**config.mk**
```make
export PLATFORM = sky130hd
export DESIGN_NAME = unix_path_simplifier
export DESIGN_NICKNAME = d
export VERILOG_FILES = /design/src/design/psimp_pkg.sv /design/src/design/psimp_ram.sv /design/src/design/psimp_outreg.sv /design/src/design/unix_path_simplifier.sv
export SDC_FILE = /design/constraint.sdc
export NUM_CORES = 1
export LEC_CHECK = 0
export ABC_AREA = 1
export BUFFER_PORTS_ARGS = -buffer_cell sky130_fd_sc_hd__buf_2
export CORE_UTILIZATION = 65
export CTS_BUF_LIST = sky130_fd_sc_hd__clkbuf_4 sky130_fd_sc_hd__clkbuf_8
export CTS_CLUSTER_DIAMETER = 120
export DETAILED_ROUTE_END_ITERATION = 6
export GPL_TIMING_DRIVEN = 0
export PLACE_DENSITY_LB_ADDON = 0.05
export RECOVER_POWER = 25
export REMOVE_ABC_BUFFERS = 1
export SLEW_MARGIN = 20
export SYNTH_ARGS = -nofsm -noshare
export SYNTH_HDL_FRONTEND = slang
export SYNTH_HIERARCHICAL = 1
export SYNTH_SLANG_ARGS = --single-unit
```
**constraint.sdc**
```tcl
create_clock -name clk -period 4.33 [get_ports clk]
set_input_delay 0.433 -clock clk [delete_from_list [all_inputs] [get_ports clk]]
set_output_delay 0.433 -clock clk [all_outputs]
set_load 0.05 [all_outputs]
```
**src/design/psimp_pkg.sv**
```systemverilog
// ----------------------------------------------------------------------------
// Path simplifier package
// Shared sizes, character codes and the result word type of the path
// simplifier.
// ----------------------------------------------------------------------------
package psimp_pkg;

  // Storage sizes.
  localparam int BUF_DEPTH   = 64;
  localparam int STACK_DEPTH = 32;
  localparam int BUF_AW      = $clog2(BUF_DEPTH);
  localparam int STACK_AW    = $clog2(STACK_DEPTH);

  // Fixed state widths.
  localparam int LEN_W = 7;   // committed length and segment length
  localparam int CNT_W = 6;   // component count
  localparam int SUM_W = 8;   // committed length plus segment length

  localparam logic [LEN_W-1:0] SEG_MAX = 7'd127;

  // Character codes.
  localparam logic [7:0] SLASH = 8'h2F;
  localparam logic [7:0] DOT   = 8'h2E;

  // One result word handed to the output register.
  typedef struct packed {
    logic [7:0] out_char;
    logic       out_last;
    logic       overflow;
  } emit_t;

endpackage

```
**src/design/psimp_ram.sv**
```systemverilog
// ----------------------------------------------------------------------------
// Generic RAM
// Single write port, single read port, read data registered and held
// while no read is enabled.
// ----------------------------------------------------------------------------
module psimp_ram #(
  parameter int WIDTH = 8,
  parameter int DEPTH = 64
) (
  input  logic                     clk,
  input  logic                     we,
  input  logic [$clog2(DEPTH)-1:0] waddr,
  input  logic [WIDTH-1:0]         wdata,
  input  logic                     re,
  input  logic [$clog2(DEPTH)-1:0] raddr,
  output logic [WIDTH-1:0]         rdata
);

  logic [WIDTH-1:0] mem [DEPTH];

  // Write port.
  always_ff @(posedge clk) begin
    if (we) begin
      mem[waddr] <= wdata;
    end
  end

  // Registered read port.
  always_ff @(posedge clk) begin
    if (re) begin
      rdata <= mem[raddr];
    end
  end

endmodule

```
**src/design/psimp_outreg.sv**
```systemverilog
// ----------------------------------------------------------------------------
// Path simplifier output register
// Holds one result word toward the master side and reports when it can
// take the next one.
// ----------------------------------------------------------------------------
module psimp_outreg (
  input  logic                  clk,
  input  logic                  rst,
  input  logic                  load,
  input  psimp_pkg::emit_t      din,
  output logic                  free,
  output logic                  m_tvalid,
  input  logic                  m_tready,
  output logic [7:0]            m_tdata,   // [7:0] out_char
  output logic                  m_tlast,   // out_last
  output logic                  m_tuser    // [0] overflow
);

  psimp_pkg::emit_t word;

  // The slot is free when empty or when its word leaves this cycle.
  assign free = !m_tvalid || m_tready;

  // Valid flag.
  always_ff @(posedge clk) begin
    if (rst) begin
      m_tvalid <= 1'b0;
    end else if (load) begin
      m_tvalid <= 1'b1;
    end else if (m_tready) begin
      m_tvalid <= 1'b0;
    end
  end

  // Payload.
  always_ff @(posedge clk) begin
    if (load) begin
      word <= din;
    end
  end

  assign m_tdata = word.out_char;
  assign m_tlast = word.out_last;
  assign m_tuser = word.overflow;

endmodule

```
**src/design/unix_path_simplifier.sv**
```systemverilog
// ----------------------------------------------------------------------------
// Unix path simplifier
// Builds the canonical form of a path fed one byte per word and sends it
// out byte by byte after the final input byte.
// ----------------------------------------------------------------------------
// Throughput: one path byte per cycle, but a ".." that pops a component stalls
//   intake for a stack read in S_POP, and intake stops from the final byte until
//   the last output word is loaded. The burst runs at one word per cycle while
//   m_tready is high. Before the first output word the control passes S_CLOSE
//   after a final name byte, S_POPF when that close pops, then S_TAIL and S_CHECK
//   for two buffer reads. Reset: synchronous; clears control state only.
// ----------------------------------------------------------------------------
module unix_path_simplifier (
  input  logic       clk,
  input  logic       rst,
  input  logic       s_tvalid,
  output logic       s_tready,
  input  logic [7:0] s_tdata,   // [7:0] ch
  input  logic       s_tlast,   // last
  output logic       m_tvalid,
  input  logic       m_tready,
  output logic [7:0] m_tdata,   // [7:0] out_char
  output logic       m_tlast,   // out_last
  output logic       m_tuser    // [0] overflow
);

  typedef enum logic [2:0] {
    S_RUN, S_CLOSE, S_POP, S_POPF, S_TAIL, S_CHECK, S_EMIT
  } state_t;

  state_t state, state_next;

  logic [psimp_pkg::LEN_W-1:0]  cl, cl_next;
  logic [psimp_pkg::LEN_W-1:0]  sl, sl_next;
  logic                         dots, dots_next;
  logic [psimp_pkg::CNT_W-1:0]  count, count_next;
  logic                         ovf, ovf_next;
  logic [psimp_pkg::BUF_AW-1:0] idx, idx_next;
  logic [psimp_pkg::BUF_AW-1:0] last_idx, last_idx_next;

  // Memory ports.
  logic                           buf_we, buf_re;
  logic [psimp_pkg::BUF_AW-1:0]   buf_waddr, buf_raddr;
  logic [7:0]                     buf_wdata, buf_rdata;
  logic                           stk_we, stk_re;
  logic [psimp_pkg::STACK_AW-1:0] stk_waddr, stk_raddr;
  logic [psimp_pkg::LEN_W-1:0]    stk_rdata;

  // Output register.
  logic             out_load, out_free;
  psimp_pkg::emit_t out_word;

  // Shared arithmetic.
  logic                         acc;
  logic [psimp_pkg::SUM_W-1:0]  pos;
  logic                         pos_full;
  logic [psimp_pkg::CNT_W-1:0]  cnt_dec;
  logic [psimp_pkg::LEN_W-1:0]  cl_dec;
  logic                         do_close, do_take, popping;
  logic                         seg_drop, seg_pop;
  logic [psimp_pkg::LEN_W-1:0]  n_len;

  assign s_tready = (state == S_RUN);
  assign acc      = s_tvalid && s_tready;

  // Write position of the next name byte, equal to the end of a closing segment.
  assign pos      = {1'b0, cl} + {1'b0, sl};
  assign pos_full = (pos >= psimp_pkg::SUM_W'(psimp_pkg::BUF_DEPTH));
  assign cnt_dec  = count - 1'b1;
  assign cl_dec   = cl - 1'b1;

  // Classify the open segment.
  assign seg_drop = (sl == '0) || (dots && (sl == psimp_pkg::LEN_W'(1)));
  assign seg_pop  = dots && (sl == psimp_pkg::LEN_W'(2));

  assign do_close = (state == S_CLOSE) || (acc && (s_tdata == psimp_pkg::SLASH));
  assign do_take  = acc && (s_tdata != psimp_pkg::SLASH);
  assign popping  = do_close && seg_pop && (count != '0);

  // Trim a trailing slash from the emitted length.
  assign n_len = ((cl > psimp_pkg::LEN_W'(1)) && (buf_rdata == psimp_pkg::SLASH)) ?
                 cl_dec : cl;

  // Path update and sequencing.
  always_comb begin
    state_next    = state;
    cl_next       = cl;
    sl_next       = sl;
    dots_next     = dots;
    count_next    = count;
    ovf_next      = ovf;
    idx_next      = idx;
    last_idx_next = last_idx;
    buf_we        = 1'b0;
    buf_waddr     = pos[psimp_pkg::BUF_AW-1:0];
    buf_wdata     = s_tdata;
    buf_re        = 1'b0;
    buf_raddr     = idx;
    stk_we        = 1'b0;
    stk_waddr     = count[psimp_pkg::STACK_AW-1:0];
    stk_re        = 1'b0;
    stk_raddr     = cnt_dec[psimp_pkg::STACK_AW-1:0];
    out_load      = 1'b0;
    out_word      = '{out_char: buf_rdata, out_last: 1'b0, overflow: ovf};

    // A name byte goes into the open segment.
    if (do_take) begin
      if (!pos_full) begin
        buf_we = 1'b1;
      end else begin
        ovf_next = 1'b1;
      end
      if (sl != psimp_pkg::SEG_MAX) begin
        sl_next = sl + 1'b1;
      end
      if (s_tdata != psimp_pkg::DOT) begin
        dots_next = 1'b0;
      end
    end

    // Close the open segment: drop it, pop a component or keep it.
    if (do_close) begin
      sl_next   = '0;
      dots_next = 1'b1;
      if (popping) begin
        count_next = cnt_dec;
        stk_re     = 1'b1;
      end else if (!seg_drop && !seg_pop) begin
        if (count == psimp_pkg::CNT_W'(psimp_pkg::STACK_DEPTH)) begin
          ovf_next = 1'b1;
        end else begin
          stk_we     = 1'b1;
          count_next = count + 1'b1;
          if (pos_full) begin
            cl_next = psimp_pkg::LEN_W'(psimp_pkg::BUF_DEPTH);
          end else begin
            buf_we    = 1'b1;
            buf_wdata = psimp_pkg::SLASH;
            cl_next   = pos[psimp_pkg::LEN_W-1:0] + 1'b1;
          end
        end
      end
    end

    case (state)
      S_RUN: begin
        if (acc) begin
          if (s_tdata == psimp_pkg::SLASH) begin
            if (popping) begin
              state_next = s_tlast ? S_POPF : S_POP;
            end else begin
              state_next = s_tlast ? S_TAIL : S_RUN;
            end
          end else begin
            state_next = s_tlast ? S_CLOSE : S_RUN;
          end
        end
      end
      S_CLOSE: begin
        state_next = popping ? S_POPF : S_TAIL;
      end
      S_POP: begin
        cl_next    = stk_rdata;
        state_next = S_RUN;
      end
      S_POPF: begin
        cl_next    = stk_rdata;
        state_next = S_TAIL;
      end
      S_TAIL: begin
        // Fetch the last stored byte to see whether it is a slash.
        buf_re     = 1'b1;
        buf_raddr  = cl_dec[psimp_pkg::BUF_AW-1:0];
        state_next = S_CHECK;
      end
      S_CHECK: begin
        last_idx_next = cl_dec[psimp_pkg::BUF_AW-1:0];
        if (n_len != cl) begin
          last_idx_next = n_len[psimp_pkg::BUF_AW-1:0] - 1'b1;
        end
        buf_re     = 1'b1;
        buf_raddr  = '0;
        idx_next   = '0;
        state_next = S_EMIT;
      end
      S_EMIT: begin
        if (out_free) begin
          out_load          = 1'b1;
          out_word.out_last = (idx == last_idx);
          if (idx == '0) begin
            out_word.out_char = psimp_pkg::SLASH;
          end
          if (idx == last_idx) begin
            cl_next    = psimp_pkg::LEN_W'(1);
            sl_next    = '0;
            dots_next  = 1'b1;
            count_next = '0;
            ovf_next   = 1'b0;
            state_next = S_RUN;
          end else begin
            idx_next  = idx + 1'b1;
            buf_re    = 1'b1;
            buf_raddr = idx + 1'b1;
          end
        end
      end
      default: begin
        state_next = S_RUN;
      end
    endcase
  end

  // State and control registers.
  always_ff @(posedge clk) begin
    if (rst) begin
      state <= S_RUN;
      cl    <= psimp_pkg::LEN_W'(1);
      sl    <= '0;
      dots  <= 1'b1;
      count <= '0;
      ovf   <= 1'b0;
    end else begin
      state <= state_next;
      cl    <= cl_next;
      sl    <= sl_next;
      dots  <= dots_next;
      count <= count_next;
      ovf   <= ovf_next;
    end
  end

  // Burst position registers.
  always_ff @(posedge clk) begin
    idx      <= idx_next;
    last_idx <= last_idx_next;
  end

  // Path buffer.
  psimp_ram #(
    .WIDTH (8),
    .DEPTH (psimp_pkg::BUF_DEPTH)
  ) u_buf (
    .clk   (clk),
    .we    (buf_we),
    .waddr (buf_waddr),
    .wdata (buf_wdata),
    .re    (buf_re),
    .raddr (buf_raddr),
    .rdata (buf_rdata)
  );

  // Component start stack.
  psimp_ram #(
    .WIDTH (psimp_pkg::LEN_W),
    .DEPTH (psimp_pkg::STACK_DEPTH)
  ) u_stack (
    .clk   (clk),
    .we    (stk_we),
    .waddr (stk_waddr),
    .wdata (cl),
    .re    (stk_re),
    .raddr (stk_raddr),
    .rdata (stk_rdata)
  );

  // Output register.
  psimp_outreg u_out (
    .clk      (clk),
    .rst      (rst),
    .load     (out_load),
    .din      (out_word),
    .free     (out_free),
    .m_tvalid (m_tvalid),
    .m_tready (m_tready),
    .m_tdata  (m_tdata),
    .m_tlast  (m_tlast),
    .m_tuser  (m_tuser)
  );

  // The committed length stays within the buffer and never drops below the root.
  a_cl_range: assert property (@(posedge clk) disable iff (rst)
    (cl >= psimp_pkg::LEN_W'(1)) && (cl <= psimp_pkg::LEN_W'(psimp_pkg::BUF_DEPTH)))
    else $error("committed length out of range");

  // The component count never exceeds the stack depth.
  a_cnt_range: assert property (@(posedge clk) disable iff (rst)
    count <= psimp_pkg::CNT_W'(psimp_pkg::STACK_DEPTH))
    else $error("component count beyond stack depth");

  // The final input byte always stops intake for the output burst.
  a_final_stall: assert property (@(posedge clk) disable iff (rst)
    (s_tvalid && s_tready && s_tlast) |=> !s_tready)
    else $error("input taken right after the final byte");

  // A word is loaded only into a free output slot.
  a_load_free: assert property (@(posedge clk) disable iff (rst)
    out_load |-> (!m_tvalid || m_tready))
    else $error("output word overwritten");

endmodule
```
==> summary.txt <==
status = finished with violations
violated checks = max-capacitance violations, max-slew violations
CP peak stage delay = 0.64 ns
top_reg_cell synth = edfxtp_1
Clock Sinks = 799
worst rel slew slack = -0.1737
vias in the first global route = 22,700
# IOs = 25
core area = 52,450 µm²
asr flop ratio synth = 0
area grow syn2layout = 11.12%
post-synthesis mux area share = 0
antenna violations before repair = 0
simple-gate share of the synthesized area = 0.2420
final setup fails = 0
Critical Path Sink Type = flop
via count = 23,540
final hold vios = 0
main combinational cell family by area after synthesis = simple AND/OR/NAND/NOR gates
ant diodes = 0
mapped cell area = 34,500 µm²
Pre-antenna DRT Iters = 5
global-route usage over all layers = 0.3097
Setup CP Type = reg2reg
Clock Tree Root = clkbuf_8
Worst setup SP type = flop
post-DR vias/cell = 5.908
clk_skew = 0.03526 ns
WP data required = 4.85 ns
# fillers = 3,553
met2 usage in global routing = 0.5057
fraction of layout cells with a size suffix above 1 = 0.1204
CTS Buffer Depth = 3
Yosys reg bits = 799
post-synth top area share = 0.6729
hold_ws = 0.09113 ns
Worst-path clk slew = 0.06 ns
fin crit period = 4.185 ns
Slew Viols, Final = 33
first-pass GRT wire length = 125,400 µm
routing usage on met1 = 0.4042
commonest non-fill, non-tap cells in the layout = 1,088 x nand2_1, 773 x edfxtp_1, 652 x nand3_1
Hold Crit Class = in2reg
grt total ovfl = 0
Starting Density = 0.6578
IO buf count = 24
worst path cell trace = buf_16, inv_1, ha_1, xnor2_1, o211ai_1, buf_4, buf_4, buf_4, buf_4, inv_8, nand3_1, nand2_1, nand2_1, nand3_1, nand3_1, nand2_1
largest net degree at the start of global routing = 132
RD Place Congestion = 0.8755
Die Ht = 232.4 µm
CTS buffer count = 132
Synth Area in Adders = 0.007834
Compound-Gate Fraction of Synth Area = 0.01037
fin nets = 3,235
P per Cell Area = 411.2 nW/µm²
routing usage on met3 = 0.05993
Most Frequent Cell on Critical Path = buf_4
Starting DRT DRC Count = 2,308
Routed WL = 82,270 µm
post-route ant nets = 0
DR DRC count = 0
Mapped Cells = 3,125
CTS tree = done
P_leak = 14.19 nW
H-tree depth = 4
area leader, netlist = edfxtp_1
Clk Latency, worst-skew pair = 0.78 ns
largest cells by area after synthesis = edfxtp_1 67%, nand2_1 12%, nand3_1 9.4%, nor2_1 1.5%, dfxtp_1 1.5%
Die Width = 232.4 µm
peak supply drop = 0.0003754 V
setup_tns = 0 ns
Post-synth EDFFs = 773
Synth Area in XOR/XNOR = 0.006347
DR WL/cell = 20.65 µm
Worst Path Buf+Inv = 7
Netlist cell types = 47
Worst Path Arrival = 4.70 ns
GR peak layer = met2
Row Count = 84
CP max FO = 64
HPWL after DPL = 50,570 µm
Peak Freq = 0.2390 GHz
Max-Cap Viols = 1
crit-path leading delay family = buffers and inverters
worst slew pin tran = 1.761 ns
Seq/Total Area, Yosys = 0.6879
yosys warns = 6
final period utilization = 0.9665
Die ar. = 54,000 µm²
most common cell after layout, fill and taps aside = nand2_1
syn avg cell area = 11.04 µm²
CP max stage cell = dfxtp_2
[flip-flops by register name, summed over array words and instances (netlist names), 3 cells and up]
name           count
cl                 7
sl                 7
u_buf/rdata        8
u_stack/rdata      7
last_idx           6
count              6
u_out/m_tdata      8
u_stack/mem      224
u_buf/mem        512
state              3
idx                6
[tightest hold or removal path, delay by kind of cell]
kind                   cells  cell delay [ns]
AND/OR/NAND/NOR            3             0.17
AO/OA/AOI/OAI              1             0.08
buffers and inverters      1             0.14
[area by class of cell]
class / count / area (µm²) / share of cell area
multi-input cells: 2053 / 9474 / 0.2471
clock buffers: 179 / 2182 / 0.05692
repair buffers: 106 / 1304 / 0.03401
clock inverters: 50 / 304.0 / 0.007931
well taps: 688 / 860.8 / 0.02246
flip-flops and latches: 799 / 23740 / 0.6194
inverters: 109 / 466.7 / 0.01217
[cells in the mapped netlist (2+ instances only)]
| cell type | n |
|---|---|
| nor2_2 | 3 |
| edfxtp_1 | 773 |
| buf_6 | 45 |
| o21ai_0 | 26 |
| or2_2 | 9 |
| xor2_1 | 16 |
| nand3_2 | 6 |
| inv_1 | 99 |
| o21ai_1 | 3 |
| nand3_1 | 650 |
| nor3_2 | 2 |
| buf_8 | 2 |
| a31oi_1 | 2 |
| dfxtp_1 | 26 |
| clkbuf_1 | 17 |
| nand2_8 | 2 |
| buf_1 | 15 |
| nand4_1 | 17 |
| nor2_1 | 139 |
| a21oi_2 | 3 |
| xnor2_1 | 9 |
| buf_4 | 22 |
| buf_2 | 62 |
| nor3_1 | 6 |
| nand2_2 | 2 |
| nor4_1 | 10 |
| nor2_4 | 2 |
| a21oi_1 | 21 |
| nand2_1 | 1089 |
| inv_2 | 7 |
| o211ai_1 | 5 |
| ha_1 | 20 |
[path summary, 6_finish.rpt]
check                  start              to  slack (ns)  depth (start not counted)
setup / recovery       cl[0]  u_buf/rdata[1]        0.15                         16
hold / removal    s_tdata[1]            dots        0.09                          5
setup reg to reg       cl[0]  u_buf/rdata[1]        0.15                         16
hold reg to reg          ovf   u_out/m_tuser        0.44                          0
[layer usage]
metal	vias up	part of all wire
met4	0	0.034
met5	-	0
met1	11320	0.40
met3	184	0.079
met2	1053	0.49
li1	10980	-
[report_power, final]
group	total [mW]	switching [mW]	internal, mW
clock network	6.28	2.89	3.38
logic	0.891	0.655	0.236
registers	8.60	0.0405	8.56
[kinds of logic (layout without fill, tap and decap cells)]
kind of cell | Yosys count | count (layout)
AOI/OAI and AO/OA | 64 | 64
DFF | 799 | 799
xor gates and xnor gates | 25 | 25
and+or+nand+nor | 1943 | 1943
buffers and inverters | 273 | 444
adders and majority gates | 21 | 21
[stage by stage]
stage | setup slack [ns] | util | std cells | power, mW | instance area, µm²
global route | -0.01060 | 0.7309 | 3984 | 16.24 | 38330
finish | 0.1452 | 0.7309 | 3984 | 15.76 | 38330
CTS | -0.1508 | 0.7276 | 3966 | 15.83 | 38160
floorplan | -16.16 | - | 2961 | 9.253 | 33350
global placement | -33.19 | 0.6545 | 3673 | 9.571 | 34330
detailed placement | -0.3181 | 0.6759 | 3725 | 9.607 | 35450
[repair_timing]
item	4_1_cts	5_1_grt
resized for setup	43	23
pin swaps	0	1
endpoints found under the hold margin	8	0
hold buffers	4	0
cloned	0	1
setup buffers	8	17
setup endpoints to repair	392	334
Note: power is estimated with default switching activity, not from simulation.
